File: src/rtl/core/fpst_pkg.sv
// ----------------------------------------------------------------------------
// Fenwick prefix-sum table: shared package
// Sizes, the controller state type and the command/status structs.
// ----------------------------------------------------------------------------
`default_nettype none

package fpst_pkg;

    localparam int SIZE   = 1024;
    localparam int ADDR_W = $clog2(SIZE);
    localparam int IDX_W  = ADDR_W + 2;
    localparam int POS_W  = 11;
    localparam int DATA_W = 32;

    typedef enum logic [3:0] {
        ST_CLEAR = 4'b0001,
        ST_IDLE  = 4'b0010,
        ST_UPD   = 4'b0100,
        ST_QRY   = 4'b1000
    } t_state;

    typedef struct packed {
        logic load;
        logic clr_step;
        logic upd_step;
        logic qry_step;
        logic emit_zero;
    } t_ctrl_cmd;

    typedef struct packed {
        logic clr_last;
        logic upd_last;
        logic qry_last;
        logic pos_ok;
        logic pos_zero;
    } t_dp_status;

endpackage

`default_nettype wire

File: src/rtl/core/fpst_controller.sv
// ----------------------------------------------------------------------------
// Fenwick prefix-sum table: controller
// Sequences the clearing pass, update walks and query walks.
// ----------------------------------------------------------------------------
`default_nettype none

module fpst_controller (
    input  wire logic                 i_clk,
    input  wire logic                 i_rst_n,
    input  wire logic                 i_start,
    input  wire logic                 i_func,
    input  wire fpst_pkg::t_dp_status i_status,
    output fpst_pkg::t_ctrl_cmd       o_cmd,
    output logic                      o_busy,
    output logic                      o_valid
);

    import fpst_pkg::*;

    t_state r_state;
    t_state n_state;
    logic   r_valid;
    logic   n_valid;

    always_comb begin
        n_state = r_state;
        n_valid = 1'b0;
        o_cmd   = '0;
        unique case (r_state)
            ST_CLEAR: begin
                o_cmd.clr_step = 1'b1;
                if (i_status.clr_last) begin
                    n_state = ST_IDLE;
                end
            end
            ST_IDLE: begin
                if (i_start) begin
                    o_cmd.load = 1'b1;
                    if (!i_func) begin
                        if (i_status.pos_ok) begin
                            n_state = ST_UPD;
                        end
                    end else if (i_status.pos_zero) begin
                        o_cmd.emit_zero = 1'b1;
                        n_valid         = 1'b1;
                    end else begin
                        n_state = ST_QRY;
                    end
                end
            end
            ST_UPD: begin
                o_cmd.upd_step = 1'b1;
                if (i_status.upd_last) begin
                    n_state = ST_IDLE;
                end
            end
            ST_QRY: begin
                o_cmd.qry_step = 1'b1;
                if (i_status.qry_last) begin
                    n_valid = 1'b1;
                    n_state = ST_IDLE;
                end
            end
            default: begin
                n_state = ST_CLEAR;
            end
        endcase
    end

    always_ff @(posedge i_clk) begin
        if (!i_rst_n) begin
            r_state <= ST_CLEAR;
            r_valid <= 1'b0;
        end else begin
            r_state <= n_state;
            r_valid <= n_valid;
        end
    end

    assign o_busy  = (r_state != ST_IDLE);
    assign o_valid = r_valid;

endmodule

`default_nettype wire

File: config.mk
export PLATFORM = sky130hd
export DESIGN_NAME = fpst_controller
export DESIGN_NICKNAME = d
export VERILOG_FILES = /design/src/rtl/core/fpst_pkg.sv /design/src/rtl/core/fpst_controller.sv
export SDC_FILE = /design/constraint.sdc
export NUM_CORES = 1
export LEC_CHECK = 0
export BUFFER_PORTS_ARGS = -buffer_cell sky130_fd_sc_hd__buf_4
export CAP_MARGIN = 5
export CELL_PAD_IN_SITES_DETAIL_PLACEMENT = 1
export CELL_PAD_IN_SITES_GLOBAL_PLACEMENT = 1
export CORE_AREA = 3 3 40 42
export DETAILED_ROUTE_END_ITERATION = 8
export DIE_AREA = 0 0 43 45
export HOLD_SLACK_MARGIN = 0.06
export PLACE_DENSITY = 0.77
export SLEW_MARGIN = 40
export SYNTH_ARGS = -nofsm -noshare
export SYNTH_HDL_FRONTEND = slang
export SYNTH_SLANG_ARGS = --single-unit
File: constraint.sdc
create_clock -name i_clk -period 2.1 [get_ports i_clk]
set_input_delay 0.315 -clock i_clk [delete_from_list [all_inputs] [get_ports i_clk]]
set_output_delay 0.315 -clock i_clk [all_outputs]
set_load 0.02 [all_outputs]
==> load_flow_metrics.sql, run 1 <==
INSERT INTO impl_metrics (metric_group, metric, value, unit) VALUES
('detailed_routing', 'wl', '943', 'µm'),
('sta', 'grt_setup_unrepaired', 'no', ''),
('floorplanning', 'std_cell_rows', '13', ''),
('floorplanning', 'die_height', '45', 'µm'),
('sta', 'fmax', '524', 'MHz'),
('global_routing', 'grt_pass1_wl', '1.61', 'mm'),
('sta', 'timing.setup.tns', '0', 'ps'),
('cells_and_area', 'synthToLayoutAreaGrowth', '47.5', '%'),
('global_routing', 'globalRouteMet2Util', '18.3', '%'),
('cells_and_area', 'final_net_count', '72', ''),
('placement', 'placedInstanceArea', '482', 'µm²'),
('yosys', 'post_synth_and_or_nand_nor_area_fraction', '41.4', '%'),
('sta', 'fin_crit', '1910', 'ps'),
('yosys', 'synth-edff-count', '0', ''),
('yosys', 'synth_compound_gate_area_share', '22.3', '%'),
('floorplanning', 'design.core.area', '1280', 'µm²'),
('sta', 'final.period_utilization', '91.0', '%'),
('yosys', 'synth_top_family_by_area', 'simple AND/OR/NAND/NOR gates', ''),
('cells_and_area', 'fin_area', '513', 'µm²'),
('detailed_routing', 'route.detailed.drc', '0', ''),
('clock_tree', 'clock_tree_buf_depth', '2', ''),
('placement', 'routabilityCongestion', '0.715', ''),
('yosys', 'synth_xor_xnor_area_share', '0', '%'),
('global_routing', 'overflow', '0', ''),
('sta', 'worst_margin_slew', '314', 'ps'),
('pwr', 'power_density', '658', 'nW/µm²'),
('global_routing', 'use_met3', '5.98', '%'),
('outcome', 'status', 'finished, final reports clean', ''),
('yosys', 'yosys-mux-area-fraction', '2.88', '%'),
('yosys', 'yosys_register_bits', '5', ''),
('clock_tree', 'cts_inserted_buffers', '3', ''),
('detailed_routing', 'avgRoutedWirePerCell', '12.2', 'µm'),
('detailed_routing', 'routed-via-count', '373', ''),
('clock_tree', 'cts_tree', 'built', ''),
('detailed_routing', 'detail_route.first_pass.iterations', '3', ''),
('cells_and_area', 'antenna-diode-count', '0', ''),
('setup_path', 'timing.critical_path.slowest_stage_cell', 'sky130_fd_sc_hd__dfxtp_1', ''),
('flow_run', 'max-cap-violations', '0', ''),
('floorplanning', 'floorplan.die_area', '1940', 'µm²'),
('global_routing', 'routing_layer_with_the_top_usage_in_global_route', 'met2', ''),
('floorplanning', 'floorplan.initialDensity', '27.1', '%'),
('placement', 'place.port_buffers', '15', ''),
('clock_tree', 'clock_latency', '230', 'ps'),
('yosys', 'ys_warn_count', '0', ''),
('clock_tree', 'cts.root.buffer_cell', 'sky130_fd_sc_hd__clkbuf_4', ''),
('detailed_routing', 'detailed_route_iter0_violations', '3', ''),
('hold_path', 'hold_class', 'input port to flop', ''),
('sta', 'report.final.slew_viol_count', '0', ''),
('setup_path', 'kind_of_critical_path', 'flop to output port', ''),
('yosys', 'netlist-cell-type-count', '26', ''),
('setup_path', 'cpPeakStageDelay', '480', 'ps'),
('setup_path', 'arrival', '1600', 'ps'),
('setup_path', 'critical_path.startpoint_type', 'flop', ''),
('yosys', 'synth_sequential_area_ratio', '28.8', '%'),
('global_routing', 'pin_count_of_the_biggest_net_entering_global_routing', '11', ''),
('yosys', 'postSynth.asyncResetShare', '0', '%'),
('setup_path', 'critical_path.cell_chain', 'nand2b_1 -> nor3_2 -> and2_1 -> and3_1 -> buf_4', ''),
('pwr', 'irDropWorstVdd', '0.373', 'mV'),
('global_routing', 'antenna_found_initial', '0', ''),
('clock_tree', 'postCtsSetupBuffers', '0', ''),
('sta', 'clock_skew', '1.22', 'ps'),
('setup_path', 'critical_path_required', '1780', 'ps'),
('cells_and_area', 'layout_commonest_cell', 'sky130_fd_sc_hd__buf_4', ''),
('floorplanning', 'die_width', '43', 'µm'),
('clock_tree', 'clkTransAtPathRegs', '40', 'ps'),
('placement', 'dp_hpwl', '747', 'µm'),
('global_routing', 'met1_usage', '12.9', '%'),
('global_routing', 'globalRouteTotalUtil', '11.1', '%'),
('cells_and_area', 'fraction_of_final_layout_cells_sized_beyond_drive_strength_1', '35.5', '%'),
('cells_and_area', 'postLayoutCoreUtil', '39.9', '%'),
('yosys', 'postSynthAreaPerCell', '8.09', 'µm²');
[routing by layer]
metal	up-vias	wire, µm
met5	-	0
met4	0	0
met3	0	87
met2	13	436
met1	164	420
li1	196	-
[power breakdown]
part           total (mW)  internal (mW)  switching, mW
logic               0.105         0.0549         0.0503
registers           0.124          0.104         0.0202
clock network       0.108         0.0716         0.0364
total               0.338          0.231          0.107
[repair_timing]
item / in CTS / in global routing
hold buffers: 0 / 0
resized for setup: 0 / 1
endpoints found under the setup margin: 0 / 1
[logic make-up (layout without fill, tap and decap cells)]
kind of cell,after synthesis,after routing
AND/OR/NAND/NOR,22,22
AO/OA/AOI/OAI,11,11
flip-flops,5,5
buffers and inverters,4,23
multiplexers,1,1
[final timing paths]
kind,endpoint,start,depth (start not counted),slack [ps]
hold reg to reg,r_state[0],r_state[3],2,640
setup reg to reg,r_state[2],r_state[2],5,440
setup / recovery,o_cmd[0],r_state[1],5,190
hold / removal,r_state[0],i_rst_n,2,310
[sequential cells by signal, indices dropped and copies added, names as in the netlist]
| signal | count |
|---|---|
| o_valid | 1 |
| r_state | 4 |
[cells in the mapped netlist (all sizes together), types with 2 or more instances]
library cell / number / area, µm²
dfxtp: 5 / 100
nor2: 5 / 18.8
a21oi: 3 / 15.0
inv: 3 / 11.3
and2: 2 / 12.5
nand2b: 2 / 12.5
nor3: 2 / 10.0
nor4b: 2 / 23.8
o21ai: 2 / 10.0
or3b: 2 / 17.5
[metrics by stage]
stage | std cells | power [mW] | setup slack (ps)
after global routing | 77 | 0.367 | 16.3
after detailed placement | 73 | 0.230 | 352
after floorplan | 43 | 0.190 | 374
final | 77 | 0.338 | 190
after CTS | 77 | 0.345 | 85.5
after global placement | 73 | 0.229 | 348
[critical path: cells and delay by family, from the launching register on]
| kind | cells | cell delay [ps] |
|---|---|---|
| simple gates | 4 | 720 |
| flops | 1 | 480 |
| buf+inv | 1 | 150 |
[layout make-up]
class                      count  area (µm²)  share of cell area [%]
clock buffer                   4        26.3                    5.12
timing repair buffer          16         120                    23.4
tap                           15        18.8                    3.66
inverter                       3        11.3                    2.20
multi-input combinational     34         236                    46.1
sequential                     5         100                    19.5
Note: power is estimated with default switching activity, not from simulation.
==> run 2, diff against run 1 <==
- CELL_PAD_IN_SITES_GLOBAL_PLACEMENT: 1 -> 2
- CORE_AREA: 3 3 40 42 -> not set
- CORE_MARGIN: not set -> 3
- CORE_UTILIZATION: not set -> 22
- CTS_CLUSTER_DIAMETER: not set -> 50
- DIE_AREA: 0 0 43 45 -> not set
- PLACE_DENSITY: 0.77 -> 0.82
==> load_flow_metrics.sql, run 2 (same netlist as run 1, synthesis figures left out) <==
INSERT INTO impl_metrics (metric_group, metric, value, unit) VALUES
('outcome', 'status', 'finished, final reports clean', ''),
('placement', 'preCtsSetupSlack', '379', 'ps'),
('cells_and_area', 'registers.top_by_ff_count', 'r_state', ''),
('placement', 'dp_hpwl', '797', 'µm'),
('clock_tree', 'cts.root.buffer_cell', 'sky130_fd_sc_hd__clkbuf_4', ''),
('sta', 'setup_ws', '179', 'ps'),
('setup_path', 'regToRegStartpoint', 'r_state[2]', ''),
('setup_path', 'cpPeakStageDelay', '480', 'ps'),
('detailed_routing', 'avgRoutedWirePerCell', '13.5', 'µm'),
('cells_and_area', 'fraction_of_final_layout_cells_sized_beyond_drive_strength_1', '35.5', '%'),
('detailed_routing', 'detail_route.first_pass.iterations', '4', ''),
('detailed_routing', 'routed-via-count', '394', ''),
('global_routing', 'pin_count_of_the_biggest_net_entering_global_routing', '11', ''),
('placement', 'dp_cells', '73', ''),
('sta', 'report.final.slew_viol_count', '0', ''),
('setup_path', 'critical_path_buf_inv_count', '1', ''),
('global_routing', 'globalRouteMet2Util', '16.7', '%'),
('hold_path', 'startpoint_of_the_worst_hold_path', 'i_rst_n', ''),
('setup_path', 'kind_of_critical_path', 'flop to output port', ''),
('sta', 'timing.setup.tns', '0', 'ps'),
('detailed_routing', 'wl', '1.04', 'mm'),
('sta', 'final.period_utilization', '91.5', '%'),
('sta', 'grt_setup_unrepaired', 'no', ''),
('floorplanning', 'design.core.area', '1380', 'µm²'),
('global_routing', 'overflow', '0', ''),
('global_routing', 'grt_pass1_wl', '1.79', 'mm'),
('detailed_routing', 'detailed_route_iter0_violations', '9', ''),
('hold_path', 'hold_class', 'input port to flop', ''),
('floorplanning', 'die_width', '45.8', 'µm'),
('floorplanning', 'std_cell_rows', '13', ''),
('cells_and_area', 'antenna-diode-count', '0', ''),
('sta', 'setup_viol', '0', ''),
('sta', 'hold_violations', '0', ''),
('cells_and_area', 'post_route_insts_no_fill', '77', ''),
('setup_path', 'critical_path.cell_chain', 'nand2b_1 -> nor3_2 -> and2_1 -> and3_1 -> buf_4', ''),
('pwr', 'power_density', '679', 'nW/µm²'),
('setup_path', 'crit_path_start', 'r_state[1]', ''),
('clock_tree', 'postCtsSetupBuffers', '0', ''),
('clock_tree', 'clock_latency', '250', 'ps'),
('pwr', 'p_leak', '0.243', 'nW'),
('cells_and_area', 'largest_register_ffs', '4', ''),
('cells_and_area', 'synthToLayoutAreaGrowth', '47.5', '%'),
('floorplanning', 'floorplan.initialDensity', '25.2', '%'),
('placement', 'place.port_buffers', '15', ''),
('sta', 'fin_crit', '1920', 'ps'),
('detailed_routing', 'route.detailed.drc', '0', ''),
('clock_tree', 'cts_sinks', '5', ''),
('clock_tree', 'cts-resized-gates', '0', ''),
('cells_and_area', 'final_net_count', '72', ''),
('placement', 'routabilityCongestion', '0.674', ''),
('flow_run', 'max-cap-violations', '0', ''),
('cells_and_area', 'layout_common_cells', 'sky130_fd_sc_hd__buf_4 (16), sky130_fd_sc_hd__nor2_1 (5), sky130_fd_sc_hd__dfxtp_1 (5)', ''),
('clock_tree', 'h-tree-depth', '1', ''),
('setup_path', 'cp-end-kind', 'output port', ''),
('detailed_routing', 'drt_antenna_net_count', '0', ''),
('clock_tree', 'cts_inserted_buffers', '3', ''),
('detailed_routing', 'avgViaCountPerCell', '5.12', ''),
('setup_path', 'crit_path_max_fanout', '8', ''),
('sta', 'worst_margin_slew', '335', 'ps'),
('global_routing', 'antenna_found_initial', '0', ''),
('clock_tree', 'clock_tree_buf_depth', '2', ''),
('floorplanning', 'floorplan.die_area', '2090', 'µm²'),
('global_routing', 'first_global_vias', '397', ''),
('clock_tree', 'clkTransAtPathRegs', '50', 'ps'),
('cells_and_area', 'postLayoutCoreUtil', '37.1', '%'),
('clock_tree', 'cts_tree', 'built', ''),
('sta', 'relative_slew_margins', '77.5', '%'),
('pwr', 'irDropWorstVdd', '0.326', 'mV'),
('sta', 'clock_skew', '8.90', 'ps'),
('clock_tree', 'post_cts_hold_buffer_count', '0', ''),
('global_routing', 'met1_usage', '16.9', '%'),
('global_routing', 'routing_layer_with_the_top_usage_in_global_route', 'met1', ''),
('setup_path', 'critical_path.startpoint_type', 'flop', ''),
('floorplanning', 'io-pin-count', '16', ''),
('global_routing', 'globalRouteTotalUtil', '12.3', '%'),
('global_routing', 'use_met3', '5.93', '%'),
('cells_and_area', 'fin_area', '513', 'µm²'),
('cells_and_area', 'layout_commonest_cell', 'sky130_fd_sc_hd__buf_4', ''),
('placement', 'placedInstanceArea', '482', 'µm²'),
('setup_path', 'critical_path_required', '1780', 'ps'),
('sta', 'fmax', '520', 'MHz'),
('setup_path', 'timing.critical_path.slowest_stage_cell', 'sky130_fd_sc_hd__dfxtp_1', ''),
('setup_path', 'arrival', '1610', 'ps'),
('floorplanning', 'die_height', '45.8', 'µm'),
('setup_path', 'cp_top_family', 'simple AND/OR/NAND/NOR gates', '');
==> run 2: worst paths after layout <==
path	slack (ps)	cells after the start	to
worst max-delay path	180	5	o_cmd[0]
worst min-delay path	300	2	r_state[0]
worst max register to register	400	7	r_state[2]
worst min register to register	620	2	r_state[0]
==> run 2: worst register-to-register path: stages (launching register included) <==
cell,delay (ps)
sky130_fd_sc_hd__dfxtp_1,490
sky130_fd_sc_hd__nand2b_1,240
sky130_fd_sc_hd__nor3_2,70
sky130_fd_sc_hd__inv_1,120
sky130_fd_sc_hd__a21oi_1,50
sky130_fd_sc_hd__nor3_1,310
sky130_fd_sc_hd__o21ai_0,130
sky130_fd_sc_hd__and3b_1,190
==> run 2: power by group <==
| part | switching (mW) | internal [mW] |
|---|---|---|
| Combinational | 0.0532 | 0.0549 |
| Sequential | 0.0205 | 0.104 |
| Clock | 0.0434 | 0.0721 |
==> run 2: area by class of cell <==
type                       instances  area [µm²]
fill                             166         870
multi-input combinational         34         236
timing repair buffer              16         120
sequential                         5         100
clock buffer                       4        26.3
tap                               15        18.8
inverter                           3        11.3
==> run 2: per-stage QoR <==
step	hold slack, ps	power (mW)
after floorplan	391	0.190
after global routing	304	0.379
final	302	0.348
after global placement	540	0.234
after detailed placement	548	0.232
after CTS	299	0.353
==> run 2: layer usage <==
layer	vias to the layer above	wire length (µm)
li1	195	-
met1	185	511
met2	14	463
met3	0	62
met4	0	0
met5	-	0
==> run 3, diff against run 2 <==
- clock period: 2.1 -> 2.2 ns (I/O delays scaled with it)
==> load_flow_metrics.sql, run 3 (same netlist as run 1, synthesis figures left out) <==
INSERT INTO impl_metrics (metric_group, metric, value, unit) VALUES
('cells_and_area', 'registers.top_by_ff_count', 'r_state', ''),
('setup_path', 'critical_path.startpoint_type', 'flop', ''),
('clock_tree', 'postCtsSetupBuffers', '0', ''),
('hold_path', 'hold_class', 'input port to flop', ''),
('clock_tree', 'clkTransAtPathRegs', '40', 'ps'),
('placement', 'routabilityCongestion', '0.674', ''),
('sta', 'fmax', '491', 'MHz'),
('global_routing', 'first_global_vias', '398', ''),
('clock_tree', 'cts.root.buffer_cell', 'sky130_fd_sc_hd__clkbuf_4', ''),
('pwr', 'internal-power', '0.221', 'mW'),
('floorplanning', 'die_height', '45.8', 'µm'),
('clock_tree', 'h-tree-depth', '1', ''),
('cells_and_area', 'largest_register_ffs', '4', ''),
('cells_and_area', 'antenna-diode-count', '0', ''),
('global_routing', 'grt_pass1_wl', '1.81', 'mm'),
('placement', 'dp_cells', '73', ''),
('global_routing', 'overflow', '0', ''),
('global_routing', 'globalRouteTotalUtil', '13.3', '%'),
('detailed_routing', 'routed-via-count', '390', ''),
('setup_path', 'cp-end-kind', 'output port', ''),
('clock_tree', 'cts_sinks', '5', ''),
('setup_path', 'kind_of_critical_path', 'flop to output port', ''),
('cells_and_area', 'synthToLayoutAreaGrowth', '46.0', '%'),
('floorplanning', 'std_cell_rows', '13', ''),
('detailed_routing', 'drt_antenna_net_count', '0', ''),
('floorplanning', 'floorplan.die_area', '2090', 'µm²'),
('floorplanning', 'design.core.area', '1380', 'µm²'),
('pwr', 'power_density', '666', 'nW/µm²'),
('detailed_routing', 'detail_route.first_pass.iterations', '3', ''),
('setup_path', 'arrival', '1710', 'ps'),
('sta', 'grt_setup_unrepaired', 'no', ''),
('pwr', 'pwr-share-seq', '35.2', '%'),
('floorplanning', 'die_width', '45.8', 'µm'),
('setup_path', 'critical_path_required', '1870', 'ps'),
('sta', 'clock_skew', '12.7', 'ps'),
('sta', 'worst_margin_slew', '321', 'ps'),
('sta', 'timing.setup.tns', '0', 'ps'),
('pwr', 'power.net_switching', '0.118', 'mW'),
('sta', 'final.period_utilization', '92.6', '%'),
('cells_and_area', 'layout_common_cells', 'sky130_fd_sc_hd__buf_4 (16), sky130_fd_sc_hd__nor2_1 (5), sky130_fd_sc_hd__dfxtp_1 (5)', ''),
('detailed_routing', 'route.detailed.drc', '0', ''),
('detailed_routing', 'avgRoutedWirePerCell', '14.2', 'µm'),
('sta', 'fin_crit', '2040', 'ps'),
('cells_and_area', 'fraction_of_final_layout_cells_sized_beyond_drive_strength_1', '33.9', '%'),
('placement', 'placedInstanceArea', '482', 'µm²'),
('pwr', 'power', '0.339', 'mW'),
('cells_and_area', 'post_route_insts_no_fill', '77', ''),
('pwr', 'part_of_the_power_in_combinational_logic', '30.4', '%'),
('pwr', 'power.share.switching', '34.8', '%'),
('pwr', 'clkPwrFrac', '34.5', '%'),
('flow_run', 'max-cap-violations', '0', ''),
('detailed_routing', 'wl', '1.10', 'mm'),
('setup_path', 'crit_path_max_fanout', '8', ''),
('detailed_routing', 'detailed_route_iter0_violations', '3', ''),
('sta', 'relative_slew_margins', '78.3', '%'),
('placement', 'dp_hpwl', '801', 'µm'),
('clock_tree', 'cts_inserted_buffers', '3', ''),
('outcome', 'status', 'finished, final reports clean', ''),
('floorplanning', 'floorplan.initialDensity', '25.2', '%'),
('cells_and_area', 'fin_area', '508', 'µm²'),
('clock_tree', 'post_cts_hold_buffer_count', '0', ''),
('placement', 'place.port_buffers', '15', ''),
('sta', 'setup_viol', '0', ''),
('pwr', 'irDropWorstVdd', '0.330', 'mV'),
('global_routing', 'pin_count_of_the_biggest_net_entering_global_routing', '11', ''),
('sta', 'report.final.slew_viol_count', '0', ''),
('clock_tree', 'clock_tree_buf_depth', '2', ''),
('clock_tree', 'cts_tree', 'built', ''),
('global_routing', 'antenna_found_initial', '0', ''),
('detailed_routing', 'avgViaCountPerCell', '5.06', ''),
('sta', 'hold_violations', '0', ''),
('clock_tree', 'cts-resized-gates', '0', ''),
('pwr', 'p_leak', '0.242', 'nW'),
('floorplanning', 'io-pin-count', '16', ''),
('cells_and_area', 'layout_commonest_cell', 'sky130_fd_sc_hd__buf_4', ''),
('clock_tree', 'clock_latency', '260', 'ps'),
('cells_and_area', 'final_net_count', '72', '');
run 3: changes by cell type in the layout (fill, tap and decap cells not counted):
| cell | previous run | this run |
|---|---|---|
| sky130_fd_sc_hd__nor3_2 | 1 | 0 |
| sky130_fd_sc_hd__nor3_1 | 1 | 2 |
run 3: layer usage:
| metal | routed length (µm) | vias to the layer above | global-route usage, % |
|---|---|---|---|
| met1 | 507 | 179 | 16.5 |
| met5 | 0 | - | 0 |
| met4 | 30 | 0 | 8.52 |
| met2 | 497 | 11 | 18.4 |
| met3 | 61 | 5 | 5.93 |
| li1 | - | 195 | - |
run 3: critical path, cell delays in order (launching register included):
cell                       delay [ps]
sky130_fd_sc_hd__dfxtp_1          490
sky130_fd_sc_hd__nand2b_1         170
sky130_fd_sc_hd__nor3_1           260
sky130_fd_sc_hd__and2_1           190
sky130_fd_sc_hd__and3_1           190
sky130_fd_sc_hd__buf_4            150
run 3: metrics by stage:
step                hold WS, ps  utilization (%)  worst slack [ps]
global placement            555             34.8               426
floorplan                   406                -               467
global route                324             36.7              5.26
CTS                         297             36.7               156
finish                      308             36.7               163
detailed placement          561             34.8               434
run 3: area by class of cell:
type | count | area [µm²]
clock buffer | 4 | 26.3
fill | 176 | 875
inverter | 3 | 11.3
multi-input combinational | 34 | 231
sequential | 5 | 100
tap | 15 | 18.8
timing repair buffer | 16 | 120
run 3: power groups by stage:
| stage | combinational, mW | sequential, mW | clock [mW] |
|---|---|---|---|
| after floorplan | 0.0689 | 0.112 | 0 |
| after global placement | 0.104 | 0.120 | 0 |
| after detailed placement | 0.103 | 0.121 | 0 |
| after CTS | 0.104 | 0.119 | 0.122 |
| after global routing | 0.114 | 0.122 | 0.130 |
| final | 0.103 | 0.119 | 0.117 |
run 3: final timing paths:
check / start / end / slack, ps / cells after the start
worst max register to register: r_state[2] / r_state[2] / 460 / 7
worst min-delay path: i_rst_n / r_state[0] / 310 / 2
worst min register to register: r_state[3] / r_state[0] / 630 / 2
worst max-delay path: r_state[1] / o_cmd[0] / 160 / 5
